<file path="config.mk">
export PLATFORM = sky130hd
export DESIGN_NAME = mouse_packet_cursor_tracker_core_flat
export DESIGN_NICKNAME = d
export VERILOG_FILES = /design/src/rtl/mpct_pkg.sv /design/src/rtl/mpct_chan_if.sv /design/src/rtl/mpct_mod_unit.sv /design/src/rtl/mpct_cursor.sv /design/src/rtl/mouse_packet_cursor_tracker_core.sv /design/src/flat_wrapper.sv
export SDC_FILE = /design/constraint.sdc
export NUM_CORES = 1
export LEC_CHECK = 0
export BUFFER_PORTS_ARGS = -buffer_cell sky130_fd_sc_hd__buf_2
export CAP_MARGIN = 10
export CORE_AREA = 8 8 117 140
export DETAILED_ROUTE_END_ITERATION = 10
export DIE_AREA = 0 0 125 148
export MAX_ROUTING_LAYER = met4
export PLACE_DENSITY = 0.73
export SYNTH_ARGS = -nofsm -noshare
export SYNTH_HDL_FRONTEND = slang
export SYNTH_HIERARCHICAL = 1
export SYNTH_SLANG_ARGS = --single-unit
</file>
<file path="constraint.sdc">
create_clock -name clock -period 4.4 [get_ports clock]
set_input_delay 0.22 -clock clock [delete_from_list [all_inputs] [get_ports clock]]
set_output_delay 0.22 -clock clock [all_outputs]
set_load 0.01 [all_outputs]
</file>
<file path="src/rtl/mpct_pkg.sv">
// Package for the mouse packet cursor tracker: payload structs, internal
// control structs, sequencer state type and shared constants.
// No dependencies.
package mpct_pkg;

   localparam int DEF_SCREEN_COLUMNS = 80;
   localparam int DEF_SCREEN_ROWS    = 25;

   localparam int CURSOR_RESET_X = 40;
   localparam int CURSOR_RESET_Y = 12;

   localparam int BYTE_W   = 8;
   localparam int OUT_X_W  = 7;
   localparam int OUT_Y_W  = 5;
   localparam int BTN_W    = 3;

   // Remainder unit: one quotient bit per step
   localparam int MOD_STEPS = BYTE_W;

   localparam logic [BYTE_W-1:0] SENSITIVITY_RESET = 8'd3;

   // Byte positions inside a packet
   localparam logic [1:0] PKT_HEAD_BYTE = 2'd0;
   localparam logic [1:0] PKT_X_BYTE    = 2'd1;
   localparam logic [1:0] PKT_LAST_BYTE = 2'd2;

   // Head byte bit positions
   localparam int HEAD_Y_OVF  = 7;
   localparam int HEAD_X_OVF  = 6;
   localparam int HEAD_Y_SIGN = 5;
   localparam int HEAD_X_SIGN = 4;

   typedef enum logic [1:0] {
      ST_COLLECT,
      ST_MOD_X,
      ST_MOD_Y,
      ST_COMMIT
   } seq_state_type;

   typedef struct packed {
      logic [BYTE_W-1:0] data_byte;
   } req_payload_type;

   typedef struct packed {
      logic [BYTE_W-1:0] sensitivity;
   } csr_payload_type;

   typedef struct packed {
      logic               packet_dropped;
      logic [OUT_X_W-1:0] cursor_x;
      logic [OUT_Y_W-1:0] cursor_y;
      logic [OUT_X_W-1:0] previous_x;
      logic [OUT_Y_W-1:0] previous_y;
      logic               left_pressed;
      logic               right_pressed;
      logic               middle_pressed;
      logic [BTN_W-1:0]   buttons_held;
   } rsp_payload_type;

   typedef struct packed {
      logic              start;
      logic [BYTE_W-1:0] dividend;
   } mod_req_type;

   typedef struct packed {
      logic              done;
      logic [BYTE_W-1:0] remainder;
   } mod_rsp_type;

   typedef struct packed {
      logic              commit;
      logic [BYTE_W-1:0] head;
      logic [BYTE_W-1:0] dx;
      logic [BYTE_W-1:0] dy;
   } upd_type;

endpackage

</file>
<file path="src/rtl/mpct_chan_if.sv">
// Valid/ready channel interface used for the byte input, the result output
// and the sensitivity write port. Payload type is a parameter.
interface mpct_chan_if #(parameter type payload_type = logic [7:0]) ();
   logic        valid;
   logic        ready;
   payload_type payload;

   modport source (output valid, output payload, input ready);
   modport sink   (input valid, input payload, output ready);
endinterface

</file>
<file path="src/rtl/mpct_mod_unit.sv">
// Iterative restoring remainder unit, one bit per cycle.
// Depends on mpct_pkg.
module mpct_mod_unit
   import mpct_pkg::*;
(
   input  logic              clock,
   input  logic              reset,
   input  mod_req_type       mod_req,
   input  logic [BYTE_W-1:0] divisor,
   output mod_rsp_type       mod_rsp
);

   localparam int CNT_W = $clog2(MOD_STEPS);

   logic              busy_ff, busy_in;
   logic              done_ff, done_in;
   logic [CNT_W-1:0]  cnt_ff, cnt_in;
   logic [BYTE_W-1:0] rem_ff, rem_in;
   logic [BYTE_W-1:0] dvd_ff, dvd_in;
   logic [BYTE_W:0]   trial;

   always_comb begin
      busy_in = busy_ff;
      done_in = 1'b0;
      cnt_in  = cnt_ff;
      rem_in  = rem_ff;
      dvd_in  = dvd_ff;
      trial   = {rem_ff, dvd_ff[BYTE_W-1]};
      if (mod_req.start) begin
         busy_in = 1'b1;
         cnt_in  = '0;
         rem_in  = '0;
         dvd_in  = mod_req.dividend;
      end else if (busy_ff) begin
         // zero divisor leaves the dividend as remainder
         if (trial >= {1'b0, divisor}) begin
            rem_in = BYTE_W'(trial - {1'b0, divisor});
         end else begin
            rem_in = trial[BYTE_W-1:0];
         end
         dvd_in = {dvd_ff[BYTE_W-2:0], 1'b0};
         cnt_in = cnt_ff + 1'b1;
         if (cnt_ff == CNT_W'(MOD_STEPS - 1)) begin
            busy_in = 1'b0;
            done_in = 1'b1;
         end
      end
   end

   always_ff @(posedge clock) begin
      if (reset) begin
         busy_ff <= 1'b0;
         done_ff <= 1'b0;
         cnt_ff  <= '0;
      end else begin
         busy_ff <= busy_in;
         done_ff <= done_in;
         cnt_ff  <= cnt_in;
      end
      rem_ff <= rem_in;
      dvd_ff <= dvd_in;
   end

   assign mod_rsp.done      = done_ff;
   assign mod_rsp.remainder = rem_ff;

endmodule

</file>
<file path="src/rtl/mpct_cursor.sv">
// Cursor position, button flags and result word register.
// Depends on mpct_pkg.
module mpct_cursor
   import mpct_pkg::*;
#(
   parameter int SCREEN_COLUMNS = DEF_SCREEN_COLUMNS,
   parameter int SCREEN_ROWS    = DEF_SCREEN_ROWS
) (
   input  logic            clock,
   input  logic            reset,
   input  upd_type         upd,
   output rsp_payload_type rsp_data
);

   // position registers must hold both the screen range and the reset spot
   localparam int XW  = $clog2(SCREEN_COLUMNS > CURSOR_RESET_X + 1 ?
                               SCREEN_COLUMNS : CURSOR_RESET_X + 1);
   localparam int YW  = $clog2(SCREEN_ROWS > CURSOR_RESET_Y + 1 ?
                               SCREEN_ROWS : CURSOR_RESET_Y + 1);
   localparam int AXW = (XW > BYTE_W ? XW : BYTE_W) + 1;
   localparam int AYW = (YW > BYTE_W ? YW : BYTE_W) + 1;
   localparam int XOW = XW + OUT_X_W;
   localparam int YOW = YW + OUT_Y_W;

   logic [XW-1:0]    pos_x_ff, pos_x_in, prior_x_ff, prior_x_in;
   logic [YW-1:0]    pos_y_ff, pos_y_in, prior_y_ff, prior_y_in;
   logic [BTN_W-1:0] flags_ff, flags_in;
   rsp_payload_type  rsp_ff, rsp_in;

   logic             drop;
   logic [BTN_W-1:0] buttons, presses;
   logic [AXW-1:0]   x_ext, dx_ext, nx;
   logic [AYW-1:0]   y_ext, dy_ext, ny;
   logic             x_ok, y_ok;
   logic [XOW-1:0]   cur_x_w, prv_x_w;
   logic [YOW-1:0]   cur_y_w, prv_y_w;

   always_comb begin
      drop    = upd.head[HEAD_Y_OVF] | upd.head[HEAD_X_OVF];
      buttons = upd.head[BTN_W-1:0];
      presses = buttons & ~flags_ff;

      x_ext  = AXW'(pos_x_ff);
      dx_ext = AXW'(upd.dx);
      y_ext  = AYW'(pos_y_ff);
      dy_ext = AYW'(upd.dy);

      if (upd.head[HEAD_X_SIGN]) begin
         nx   = x_ext - dx_ext;
         x_ok = (dx_ext <= x_ext) && (nx < AXW'(SCREEN_COLUMNS));
      end else begin
         nx   = x_ext + dx_ext;
         x_ok = nx < AXW'(SCREEN_COLUMNS);
      end
      // sign bit set moves down the screen
      if (upd.head[HEAD_Y_SIGN]) begin
         ny   = y_ext + dy_ext;
         y_ok = ny < AYW'(SCREEN_ROWS);
      end else begin
         ny   = y_ext - dy_ext;
         y_ok = (dy_ext <= y_ext) && (ny < AYW'(SCREEN_ROWS));
      end

      pos_x_in   = pos_x_ff;
      pos_y_in   = pos_y_ff;
      prior_x_in = prior_x_ff;
      prior_y_in = prior_y_ff;
      flags_in   = flags_ff;
      if (upd.commit && !drop) begin
         flags_in   = buttons;
         prior_x_in = pos_x_ff;
         prior_y_in = pos_y_ff;
         if (x_ok && y_ok) begin
            pos_x_in = nx[XW-1:0];
            pos_y_in = ny[YW-1:0];
         end
      end

      cur_x_w = XOW'(pos_x_in);
      prv_x_w = XOW'(prior_x_in);
      cur_y_w = YOW'(pos_y_in);
      prv_y_w = YOW'(prior_y_in);

      rsp_in                = rsp_ff;
      if (upd.commit) begin
         rsp_in.packet_dropped = drop;
         rsp_in.cursor_x       = cur_x_w[OUT_X_W-1:0];
         rsp_in.cursor_y       = cur_y_w[OUT_Y_W-1:0];
         rsp_in.previous_x     = prv_x_w[OUT_X_W-1:0];
         rsp_in.previous_y     = prv_y_w[OUT_Y_W-1:0];
         rsp_in.left_pressed   = !drop && presses[0];
         rsp_in.right_pressed  = !drop && presses[1];
         rsp_in.middle_pressed = !drop && presses[2];
         rsp_in.buttons_held   = flags_in;
      end
   end

   always_ff @(posedge clock) begin
      if (reset) begin
         pos_x_ff   <= XW'(CURSOR_RESET_X);
         pos_y_ff   <= YW'(CURSOR_RESET_Y);
         prior_x_ff <= XW'(CURSOR_RESET_X);
         prior_y_ff <= YW'(CURSOR_RESET_Y);
         flags_ff   <= '0;
      end else begin
         pos_x_ff   <= pos_x_in;
         pos_y_ff   <= pos_y_in;
         prior_x_ff <= prior_x_in;
         prior_y_ff <= prior_y_in;
         flags_ff   <= flags_in;
      end
      rsp_ff <= rsp_in;
   end

   assign rsp_data = rsp_ff;

endmodule

</file>
<file path="src/rtl/mouse_packet_cursor_tracker_core.sv">
// Mouse packet cursor tracker: three-byte packets in, one result word out.
// Processing: once a kept packet's third byte is accepted, the shared remainder unit
// reduces the X movement, then the Y movement, before the commit state registers the
// result; a dropped packet goes straight to the commit state. Bytes are taken only in
// the collect state; the third byte also waits while the last result is unread.
// Sync reset: cursor at column 40, row 12, no buttons held, sensitivity 3.
module mouse_packet_cursor_tracker_core
   import mpct_pkg::*;
#(
   parameter int SCREEN_COLUMNS = DEF_SCREEN_COLUMNS,
   parameter int SCREEN_ROWS    = DEF_SCREEN_ROWS
) (
   input  logic         clock,
   input  logic         reset,
   mpct_chan_if.sink    req_if,
   mpct_chan_if.source  rsp_if,
   mpct_chan_if.sink    csr_if
);

   seq_state_type     state_ff, state_in;
   logic [1:0]        byte_pos_ff, byte_pos_in;
   logic              rsp_valid_ff, rsp_valid_in;
   logic [BYTE_W-1:0] sensitivity_ff, sensitivity_in;
   logic [BYTE_W-1:0] head_ff, move_x_ff, move_y_ff, dx_ff, dy_ff;

   logic              req_ready;
   logic              req_fire;
   logic              head_ovf;
   logic              last_byte;
   mod_req_type       mod_req;
   mod_rsp_type       mod_rsp;
   upd_type           upd;
   rsp_payload_type   rsp_data;
   req_payload_type   req_word;
   csr_payload_type   csr_word;

   assign req_word  = req_if.payload;
   assign csr_word  = csr_if.payload;
   assign req_fire  = req_if.valid && req_ready;
   assign last_byte = byte_pos_ff == PKT_LAST_BYTE;
   assign head_ovf  = head_ff[HEAD_Y_OVF] | head_ff[HEAD_X_OVF];

   always_comb begin
      state_in         = state_ff;
      req_ready        = 1'b0;
      mod_req.start    = 1'b0;
      mod_req.dividend = move_x_ff;
      upd.commit       = 1'b0;
      upd.head         = head_ff;
      upd.dx           = dx_ff;
      upd.dy           = dy_ff;
      unique case (state_ff)
         ST_COLLECT: begin
            // hold off the closing byte while the last result is unread
            req_ready = !(last_byte && rsp_valid_ff);
            if (req_fire && last_byte) begin
               if (head_ovf) begin
                  state_in = ST_COMMIT;
               end else begin
                  mod_req.start = 1'b1;
                  state_in      = ST_MOD_X;
               end
            end
         end
         ST_MOD_X: begin
            mod_req.dividend = move_y_ff;
            if (mod_rsp.done) begin
               mod_req.start = 1'b1;
               state_in      = ST_MOD_Y;
            end
         end
         ST_MOD_Y: begin
            if (mod_rsp.done) begin
               state_in = ST_COMMIT;
            end
         end
         ST_COMMIT: begin
            upd.commit = 1'b1;
            state_in   = ST_COLLECT;
         end
         default: begin
            state_in = ST_COLLECT;
         end
      endcase
   end

   always_comb begin
      byte_pos_in = byte_pos_ff;
      if (req_fire) begin
         byte_pos_in = last_byte ? PKT_HEAD_BYTE : byte_pos_ff + 2'd1;
      end
      rsp_valid_in = rsp_valid_ff;
      if (upd.commit) begin
         rsp_valid_in = 1'b1;
      end else if (rsp_if.ready) begin
         rsp_valid_in = 1'b0;
      end
      sensitivity_in = sensitivity_ff;
      if (csr_if.valid) begin
         sensitivity_in = csr_word.sensitivity;
      end
   end

   always_ff @(posedge clock) begin
      if (reset) begin
         state_ff       <= ST_COLLECT;
         byte_pos_ff    <= PKT_HEAD_BYTE;
         rsp_valid_ff   <= 1'b0;
         sensitivity_ff <= SENSITIVITY_RESET;
      end else begin
         state_ff       <= state_in;
         byte_pos_ff    <= byte_pos_in;
         rsp_valid_ff   <= rsp_valid_in;
         sensitivity_ff <= sensitivity_in;
      end
   end

   // packet bytes and reduced movement
   always_ff @(posedge clock) begin
      if (req_fire) begin
         case (byte_pos_ff)
            PKT_HEAD_BYTE: head_ff   <= req_word.data_byte;
            PKT_X_BYTE:    move_x_ff <= req_word.data_byte;
            default:       move_y_ff <= req_word.data_byte;
         endcase
      end
      if (state_ff == ST_MOD_X && mod_rsp.done) begin
         dx_ff <= mod_rsp.remainder;
      end
      if (state_ff == ST_MOD_Y && mod_rsp.done) begin
         dy_ff <= mod_rsp.remainder;
      end
   end

   mpct_mod_unit u_mod (
      .clock   (clock),
      .reset   (reset),
      .mod_req (mod_req),
      .divisor (sensitivity_ff),
      .mod_rsp (mod_rsp)
   );

   mpct_cursor #(
      .SCREEN_COLUMNS (SCREEN_COLUMNS),
      .SCREEN_ROWS    (SCREEN_ROWS)
   ) u_cursor (
      .clock    (clock),
      .reset    (reset),
      .upd      (upd),
      .rsp_data (rsp_data)
   );

   assign req_if.ready   = req_ready;
   assign csr_if.ready   = 1'b1;
   assign rsp_if.valid   = rsp_valid_ff;
   assign rsp_if.payload = rsp_data;

   a_no_overwrite: assert property (@(posedge clock) disable iff (reset)
      upd.commit |-> !rsp_valid_ff)
      else $error("result word overwritten before it was taken");

   a_busy_not_ready: assert property (@(posedge clock) disable iff (reset)
      (state_ff != ST_COLLECT) |-> !req_if.ready)
      else $error("byte accepted while a packet is in work");

   a_done_in_mod: assert property (@(posedge clock) disable iff (reset)
      mod_rsp.done |-> (state_ff == ST_MOD_X || state_ff == ST_MOD_Y))
      else $error("remainder done outside a reduce state");

   a_last_byte_leaves: assert property (@(posedge clock) disable iff (reset)
      (req_fire && last_byte) |=> (state_ff != ST_COLLECT && byte_pos_ff == PKT_HEAD_BYTE))
      else $error("closing byte did not start packet processing");

endmodule
</file>
<file path="src/flat_wrapper.sv">
// flat-port wrapper written by rule: the top's interface ports become plain ports
module mouse_packet_cursor_tracker_core_flat import mpct_pkg::*;
#(
   parameter int SCREEN_COLUMNS = DEF_SCREEN_COLUMNS,
   parameter int SCREEN_ROWS    = DEF_SCREEN_ROWS
)
  (clock, reset, req_if_valid, req_if_payload, req_if_ready, rsp_if_valid, rsp_if_payload, rsp_if_ready, csr_if_valid, csr_if_payload, csr_if_ready);
  mpct_chan_if req_if_i ();
  mpct_chan_if rsp_if_i ();
  mpct_chan_if csr_if_i ();
  input  logic clock;
  input  logic reset;
  input wire logic [$bits(req_if_i.valid)-1:0] req_if_valid;
  input wire logic [$bits(req_if_i.payload)-1:0] req_if_payload;
  output wire logic [$bits(req_if_i.ready)-1:0] req_if_ready;
  output wire logic [$bits(rsp_if_i.valid)-1:0] rsp_if_valid;
  output wire logic [$bits(rsp_if_i.payload)-1:0] rsp_if_payload;
  input wire logic [$bits(rsp_if_i.ready)-1:0] rsp_if_ready;
  input wire logic [$bits(csr_if_i.valid)-1:0] csr_if_valid;
  input wire logic [$bits(csr_if_i.payload)-1:0] csr_if_payload;
  output wire logic [$bits(csr_if_i.ready)-1:0] csr_if_ready;
  assign req_if_i.valid = req_if_valid;
  assign req_if_i.payload = req_if_payload;
  assign req_if_ready = req_if_i.ready;
  assign rsp_if_valid = rsp_if_i.valid;
  assign rsp_if_payload = rsp_if_i.payload;
  assign rsp_if_i.ready = rsp_if_ready;
  assign csr_if_i.valid = csr_if_valid;
  assign csr_if_i.payload = csr_if_payload;
  assign csr_if_ready = csr_if_i.ready;
  mouse_packet_cursor_tracker_core #(.SCREEN_COLUMNS(SCREEN_COLUMNS), .SCREEN_ROWS(SCREEN_ROWS)) u_core (.clock(clock), .reset(reset), .req_if(req_if_i), .rsp_if(rsp_if_i), .csr_if(csr_if_i));
endmodule
</file>
=== After elaboration in Yosys (flattened, before gate mapping) ===
Cells that the tools add are included.

* Input port bits: 21
* Word-level logic and storage cells: 105
* Bits in registers: 102

* Muxes and demuxes: 28
* Bitwise logic cells: 5
* Reduce and logical (&&, ||, !) cells: 26
* $lt $le $gt $ge: 7
* Eq/ne operators: 9
* Add/sub/neg operators: 7

{| class="wikitable"
|+ Operators by type and width
! kind !! count
|-
| 2-to-1 mux 8 bit || 4
|-
| less-than comparator 9 x 5 -> 1 bit (second input constant) || 2
|-
| less-than comparator 9 x 7 -> 1 bit (second input constant) || 2
|-
| 2-to-1 mux 1 bit || 13
|-
| logical AND 1 bit || 12
|-
| 2-to-1 mux 2 bit || 5
|-
| 2-to-1 mux 5 bit || 2
|-
| adder 5 x 8 -> 9 bit || 1
|-
| adder 7 x 8 -> 9 bit || 1
|-
| greater-or-equal comparator 9 x 8 -> 1 bit || 1
|-
| subtractor 5 x 8 -> 9 bit || 1
|-
| subtractor 7 x 8 -> 9 bit || 1
|-
| <= comparator 8 x 5 -> 1 bit || 1
|-
| <= comparator 8 x 7 -> 1 bit || 1
|-
| case mux 2 bit (4 select lines) || 1
|-
| AND reduction 2 bit || 4
|-
| subtractor 8 bit || 1
|-
| 2-to-1 mux 7 bit || 1
|-
| equality test 2 bit (second input constant) || 3
|-
| equality test 2 x 1 -> 1 bit (second input constant) || 2
|-
| logical NOT 2 bit || 2
|-
| inequality test 2 bit (second input constant) || 2
|-
| nonzero test 2 bit || 2
|-
| OR reduction 2 bit || 2
|-
| other kinds (13) || 15
|}

=== Depth between registers and ports, before layout ===
Gate-level depths: netlist of run 1.

* Depth in word-level cells: 9
* Gate-level depth with buffers: 12
* Gate-level depth less buffers: 11

=== By module ===
The synthesis of run 1 kept the hierarchy.

{| class="wikitable"
|+ Modules (own cells, without submodules)
! module !! instances !! sequential area each (sq um) !! area an instance (sq um) !! cells each
|-
| mpct_cursor || 1 || 1471.4 || 3671.0 || 337
|-
| mouse_packet_cursor_tracker_core || 1 || 1461.4 || 1951.9 || 117
|-
| mpct_mod_unit || 1 || 500.5 || 1257.5 || 131
|}

=== Worst setup path after synthesis of run 1 ===
No wires, ideal clock.

* Kind: register to register
* Start: register u_core.state_ff[1]
* End: register, netlist name u_core/u_cursor/rsp_data[20]
* Cell stages (with the launch flop): 10
* Arrival time: 2.911 ns
* Path slack: 1.229 ns
* Data required time: 4.140 ns
* Period minus slack after synthesis: 3.171 ns
* Cells stage by stage: dfxtp_1 -> ha_1 -> inv_1 -> nor2_8 -> o21ai_0 -> a31oi_1 -> o211ai_4 -> nor3_4 -> buf_6 -> mux2_4

{| class="wikitable"
|+ RTL lines
! what !! RTL line !! RTL
|-
| start, declared || mouse_packet_cursor_tracker_core.sv:20 || <nowiki>seq_state_type state_ff, state_in;</nowiki>
|-
| start signal, assigned || mouse_packet_cursor_tracker_core.sv:111 || <nowiki>state_ff <= state_in;</nowiki>
|}

=== Worst setup path in the final report of run 1 ===
* Start: register u_core.dx_ff[0]
* End: register u_core.u_cursor.pos_x_ff[0]

* Word-level cells in the longest chain between the ends: 6

{| class="wikitable"
|+ Ends and longest elaborated chain
! what !! RTL line !! RTL
|-
| start, declared || mouse_packet_cursor_tracker_core.sv:24 || <nowiki>logic [BYTE_W-1:0] head_ff, move_x_ff, move_y_ff, dx_ff, dy_ff;</nowiki>
|-
| start signal, assigned || mouse_packet_cursor_tracker_core.sv:128 || <nowiki>dx_ff <= mod_rsp.remainder;</nowiki>
|-
| subtractor 7 x 8 -> 9 bit || mpct_cursor.sv:49 || <nowiki>nx = x_ext - dx_ext;</nowiki>
|-
| less-than comparator 9 x 7 -> 1 bit || mpct_cursor.sv:50 || <nowiki>x_ok = (dx_ext <= x_ext) && (nx < AXW'(SCREEN_COLUMNS));</nowiki>
|-
| logical AND 1 bit || mpct_cursor.sv:50 ||
|-
| 2-to-1 mux 1 bit || mpct_cursor.sv:48 || <nowiki>if (upd.head[HEAD_X_SIGN]) begin</nowiki>
|-
| logical AND 1 bit || mpct_cursor.sv:73 || <nowiki>if (x_ok && y_ok) begin</nowiki>
|-
| AND reduction 2 bit (no source line) || n/a ||
|-
| end signal, assigned || mpct_cursor.sv:100 || <nowiki>pos_x_ff <= XW'(CURSOR_RESET_X);</nowiki>
|-
| end signal, assigned || mpct_cursor.sv:106 || <nowiki>pos_x_ff <= pos_x_in;</nowiki>
|-
| end, declared || mpct_cursor.sv:25 || <nowiki>logic [XW-1:0] pos_x_ff, pos_x_in, prior_x_ff, prior_x_in;</nowiki>
|}

Parallel ways exist; a longest one is shown, timed or not.
A chain may end at the register's enable or synchronous reset.

==> qor.txt, run 1 <==
Total Routing Usage GR: 12.7%
Overflow after GRT: 0
Total Wirelength: 11.4 mm
status: finished, final reports clean
Yosys Warn Count: 6
hold crit path type: input pin to register
non-filler cells in the finished layout: 717
Clock Latency Late Sink: 340 ps
DRT Pass-1 Iters: 5
met2 usage: 23.9%
crit path cell chain: ha_1, fa_1, nor3b_2, nor3_1, nand3_1, a21oi_2, o22ai_4, nor3_4, mux2_2
clk buf depth: 2
CTS tree: built
Final Hold Viols: 0
initial antenna violation count: 0
# hold bufs at CTS: 0
clk slew on worst S/H paths: 70 ps
post-synthesis instance total: 519
Slew headroom: 52.7%
Worst Setup Start Kind: register
global route hottest layer: met2
Peak VDD IR: 0.213 mV
Num CTS Buffers: 9
remaining antenna violation count: 0
crit path max fanout: 8
IO Count: 32
number of diodes: 0
core area: 14,200 um^2
FP Rows: 48
Post-Place Setup Slack: 1380 ps
MaxCap Viol Count: 0
CP bufs+invs: 0
nets@finish: 601
pin count of the biggest net entering global routing: 37
final setup fails: 0
P_leak: 2.42 nW
DR WL/cell: 15.9 um
worst setup margin: 1330 ps
CTS resizes: 0
WS Path Type: register to register
DP Cell Count: 701
WP data required: 4620 ps
routed vias: 3,875
GR Util met1: 12.9%
layout cells sized above 1: 19.9%
vias per cell: 5.40
vias in the first global route: 3,832
Least-Margin Pin Slew: 709 ps
synthesized area: 5690 um^2
CP Data Arrival Time: 3290 ps
clk root buf: clkbuf_16
gpl congestion: 0.827
total nets after synthesis: 583
drt initial violations: 204
fmax: 326 MHz
htree depth: 3
Max stage delay on crit path: 420 ps
Layout area overhead: 8.86%
part of the cycle the worst path needs: 69.8%
Cell Pwr Density: 431 nW/um^2
placed wire-length estimate: 8.59 mm
Vert. Die Dim: 148 um
Post CTS Setup Buffer Count: 0
post-synthesis area per instance: 11.0 um^2
Max Slew Vio Count: 0
Initial Util: 40.2%
met3 Resource Use GR: 1.98%
port bufs: 30
RSZ-0062 raised after global routing: no
Sink Count: 98
min Tclk post-route: 3070 ps
area of the die: 18,500 um^2
CP delay by family, top: simple AND/OR/NAND/NOR gates
first-pass GRT wire length: 18.6 mm
CP max-delay cell: fa_1
# DRC: 0
setup_tns: 0 ps
skew final: 7.35 ps
FILL cells: 1,300
CP endpoint kind: register
Die Wd: 125 um
==> final timing paths <==
| path | from | end | slack (ps) | depth (start not counted) |
|---|---|---|---|---|
| worst max-delay path | u_core/dx_ff[0]$_DFFE_PP_ | u_core/u_cursor/pos_x_ff[0]$_SDFF_PP0_ | 1330 | 9 |
| worst min-delay path | req_if_payload[3] | u_core/move_y_ff[3]$_DFFE_PP_ | 70 | 1 |
| worst max register to register | u_core/dx_ff[0]$_DFFE_PP_ | u_core/u_cursor/pos_x_ff[0]$_SDFF_PP0_ | 1330 | 9 |
| worst min register to register | u_core/u_cursor/pos_x_ff[4]$_SDFF_PP0_ | u_core/u_cursor/pos_x_ff[4]$_SDFF_PP0_ | 500 | 2 |
==> through the flow <==
step	util [%]	power, mW	instance area, um^2	hold WS, ps
after CTS	43.7	2.68	6200	57.8
after global routing	43.7	2.81	6200	53.4
after detailed placement	41.7	1.93	5910	415
after global placement	41.7	1.91	5910	409
final	43.7	2.67	6200	70.8
after floorplan	-	1.79	5690	292
==> per-layer routing <==
metal | wire length (um) | part of all wire, % | vias to the layer above
li1 | - | - | 1909
met4 | 247 | 2.2 | 0
met2 | 6130 | 54 | 79
met1 | 4730 | 41 | 1867
met5 | 0 | 0 | -
met3 | 294 | 2.6 | 20
==> flip-flops by register name (all words and copies together), names as in the netlist <==
signal and flops:
u_core/byte_pos_ff 2, u_core/dx_ff 8, u_core/dy_ff 8, u_core/head_ff 7, u_core/move_x_ff 8, u_core/move_y_ff 8, u_core/rsp_if.valid 1, u_core/sensitivity_ff 8
u_core/state_ff 2, u_core/u_cursor/flags_ff 3, u_core/u_cursor/pos_x_ff 7, u_core/u_cursor/pos_y_ff 5, u_core/u_cursor/prior_y_ff 2, u_core/u_cursor/rsp_data 8, u_core/u_mod/busy_ff 1, u_core/u_mod/cnt_ff 3
u_core/u_mod/done_ff 1, u_core/u_mod/dvd_ff 8, u_core/u_mod/rem_ff 8
==> layout by cell type, fill, tap and decap left out, types with 6 or more instances in the layout <==
master / count
edfxtp_1: 55
nor2_1: 44
inv_1: 43
dfxtp_1: 43
ha_1: 38
a21oi_1: 33
buf_2: 30
mux2_2: 23
nand2_1: 17
mux2i_1: 15
o31ai_1: 12
xnor2_1: 11
nor3_1: 10
clkbuf_16: 9
o21ai_0: 9
and2_1: 8
nor3b_1: 7
nand2b_1: 7
nand3_1: 6
xor2_1: 6
nand4_1: 6
==> final cells by class <==
| cell class | instances | area [um^2] | area share, % |
|---|---|---|---|
| sequential | 98 | 2510 | 40.5 |
| clock inverter | 5 | 45.0 | 0.727 |
| inverter | 46 | 174 | 2.81 |
| timing repair buffer | 32 | 165 | 2.67 |
| multi-input combinational | 350 | 2840 | 45.8 |
| tap | 175 | 219 | 3.53 |
| clock buffer | 11 | 243 | 3.92 |
==> power breakdown <==
part	internal (mW)	switching [mW]
Sequential	1.07	0.0898
Combinational	0.323	0.443
Clock	0.409	0.340
Total	1.80	0.872
Power figures use the tool's default switching activity.
==> run 2, diff against run 1 <==
--- a/config.mk
+++ b/config.mk
@@ -5,11 +5,12 @@
 export SDC_FILE = /design/constraint.sdc
 export NUM_CORES = 1
 export LEC_CHECK = 0
+export ABC_AREA = 1
 export BUFFER_PORTS_ARGS = -buffer_cell sky130_fd_sc_hd__buf_2
 export CAP_MARGIN = 10
-export CORE_AREA = 8 8 117 140
+export CORE_AREA = 8 8 116 139
 export DETAILED_ROUTE_END_ITERATION = 10
-export DIE_AREA = 0 0 125 148
+export DIE_AREA = 0 0 124 147
 export MAX_ROUTING_LAYER = met4
 export PLACE_DENSITY = 0.73
 export SYNTH_ARGS = -nofsm -noshare
==> constraint.sdc (replaced) <==
create_clock -name clock -period 3.05 [get_ports clock]
set_input_delay 0.1525 -clock clock [delete_from_list [all_inputs] [get_ports clock]]
set_output_delay 0.1525 -clock clock [all_outputs]
set_load 0.01 [all_outputs]
==> run 2 against run 1 <==
Net effect:
- core utilization is 0.61 points higher
- die area is 1.5% lower
- sequential share of layout area is 0.22 points lower
- critical endpoint is now u_core/u_cursor/pos_y_ff[4]$_SDFF_PP0_
==> qor.txt, run 2 <==
status: finished, final reports clean
routed vias: 4,226 (+9.1%)
Num CTS Buffers: 9 (unchanged)
total nets after synthesis: 728 (+25%)
most frequent cells in the layout: nand2_1 (161), inv_1 (82), nor2_1 (56), edfxtp_1 (55), nand3_1 (49)
sw frac: 34.8% (+2.2 points)
hold slack final: 10.9 ps (-59.9 ps)
WS Path Type: register to register
clk root buf: clkbuf_16
Vert. Die Dim: 147 um (-0.68%)
# DRC: 0 (unchanged)
remaining antenna violation count: 0 (unchanged)
Slew headroom: 49.1% (-3.7 points)
CTS tree: built
Flop pwr share: 41.6% (-1.7 points)
core area: 14,100 um^2 (-0.85%)
synthesized area: 5620 um^2 (-1.2%)
drt initial violations: 277 (+36%)
worst setup margin: 479 ps (-849 ps)
Psw: 1.42 mW (+63%)
Clk pwr share: 28.7% (+0.7 points)
Clock Latency Late Sink: 350 ps (about the same)
register area: 2510 um^2 (unchanged)
skew final: 10.2 ps (+2.80 ps)
Worst Setup Start Kind: register
combinational group share of total power: 29.7% (+1.0 points)
Initial Util: 40.0% (-0.14 points)
Layout area overhead: 10.8%
DR WL/cell: 13.0 um (-19%)
part of the cycle the worst path needs: 84.3% (+14 points)
CP Data Arrival Time: 2860 ps (-430 ps)
FILL cells: 1,378 (+6.0%)
clk slew on worst S/H paths: 70 ps (about the same)
Total Routing Usage GR: 13.3% (+0.64 points)
Peak VDD IR: 0.347 mV (+63%)
htree depth: 3 (unchanged)
nets@finish: 755 (+26%)
initial antenna violation count: 0 (unchanged)
crit path max fanout: 13 (+5)
clk buf depth: 2 (unchanged)
layout cells sized above 1: 17.2% (-2.7 points)
WP data required: 3340 ps (-1280 ps)
port bufs: 30 (unchanged)
post-synthesis area per instance: 8.47 um^2 (-23%)
MaxCap Viol Count: 0 (unchanged)
min Tclk post-route: 2570 ps (-501 ps)
area of the multi-input gates: 2650 um^2 (-6.6%)
hold crit path type: input pin to register
number of diodes: 0 (unchanged)
Post CTS Setup Buffer Count: 0 (unchanged)
Least-Margin Pin Slew: 761 ps (+52.3 ps)
Yosys Warn Count: 6 (unchanged)
first-pass GRT wire length: 19.1 mm (+2.7%)
pin count of the biggest net entering global routing: 20 (-46%)
Die Wd: 124 um (-0.80%)
Total Wirelength: 11.3 mm (-1.1%)
CP endpoint kind: register
P_leak: 2.92 nW (+21%)
gpl congestion: 0.902 (+9.0%)
Sink Count: 98 (unchanged)
RSZ-0062 raised after global routing: no
FP Rows: 48 (unchanged)
Post-Place Setup Slack: 511 ps (-869 ps)
Cell Pwr Density: 654 nW/um^2 (+52%)
final setup fails: 0 (unchanged)
Max Slew Vio Count: 0 (unchanged)
internal power: 2.66 mW (+48%)
DRT Pass-1 Iters: 5 (unchanged)
vias in the first global route: 4,185 (+9.2%)
most common cell after layout, fill and taps aside: nand2_1
IO Count: 32 (unchanged)
Overflow after GRT: 0 (unchanged)
area of the die: 18,200 um^2 (-1.5%)
placed wire-length estimate: 8.50 mm (-1.1%)
post-synthesis instance total: 664 (+28%)
Final Hold Viols: 0 (unchanged)
fmax: 389 MHz (+20%)
vias per cell: 4.85 (-10%)
setup_tns: 0 ps (unchanged)
run 2: cell count changes in the layout (fill, tap and decap cells not counted), sizes merged, moves of 15 or more:
| cell | change |
|---|---|
| a21oi | -16 |
| inv | +48 |
| mux2 | -15 |
| nand2 | +169 |
| nand3 | +48 |
| nor2 | +22 |
run 2: final timing paths:
kind	start	endpoint	slack (ps)	cells past startpoint
worst max-delay path	u_core/dx_ff[0]$_DFFE_PP_	u_core/u_cursor/pos_y_ff[4]$_SDFF_PP0_	480	15
worst min register to register	u_core/u_mod/cnt_ff[2]$_SDFFE_PP0P_	u_core/u_mod/cnt_ff[2]$_SDFFE_PP0P_	470	2
worst min-delay path	req_if_payload[7]	u_core/head_ff[7]$_DFFE_PP_	10	1
worst max register to register	u_core/dx_ff[0]$_DFFE_PP_	u_core/u_cursor/pos_y_ff[4]$_SDFF_PP0_	480	15
run 2: critical path, cell delays in order (launching register included):
cell and delay (ps):
edfxtp_1 390, ha_1 240, fa_1 390, nand3_1 100, nand2_1 80, nand2_1 90, nand2_1 50, nand2_1 80
nand3_1 80, nand2_2 80, nand2_2 60, nor2_4 270, nand3_2 320, nand2_1 150, nand2_1 60, nor2_1 80
run 2: what timing repair did:
action / 4_1_cts / 5_1_grt
gates resized for setup: 0 / 0
hold buffers: 1 / 0
endpoints found under the hold margin: 2 / 0
run 2: cell type report:
| cell class | count | area share, % |
|---|---|---|
| tap | 175 | 3.51 |
| multi-input combinational | 454 | 42.6 |
| sequential | 98 | 40.3 |
| clock buffer | 9 | 3.62 |
| clock inverter | 7 | 1.31 |
| inverter | 93 | 5.62 |
| timing repair buffer | 35 | 3.05 |
run 2: per-stage QoR:
| step | std cells | instance area [um^2] | utilization [%] | total power, mW |
|---|---|---|---|---|
| 6_report | 871 | 6230 | 44.3 | 4.08 |
| 4_1_cts | 871 | 6230 | 44.3 | 4.10 |
| 5_1_grt | 871 | 6230 | 44.3 | 4.32 |
| 3_3_place_gp | 854 | 5910 | 42.1 | 2.89 |
| 3_5_place_dp | 854 | 5910 | 42.1 | 2.92 |
| 2_1_floorplan | 664 | 5620 | - | 2.64 |
run 2: routing by layer:
metal	wire (um)	vias to the layer above	global-route usage, %
li1	-	2200	-
met2	5620	87	22.0
met3	420	21	1.88
met4	250	0	5.90
met1	4990	1918	15.7
met5	0	-	-
run 2: power by group through the flow:
stage          Combinational, mW  Clock, mW  Sequential [mW]
5_1_grt                     1.36       1.24             1.71
2_1_floorplan              0.971          0             1.67
6_report                    1.21       1.17             1.70
3_5_place_dp                1.20          0             1.73
4_1_cts                     1.21       1.20             1.70
3_3_place_gp                1.17          0             1.72
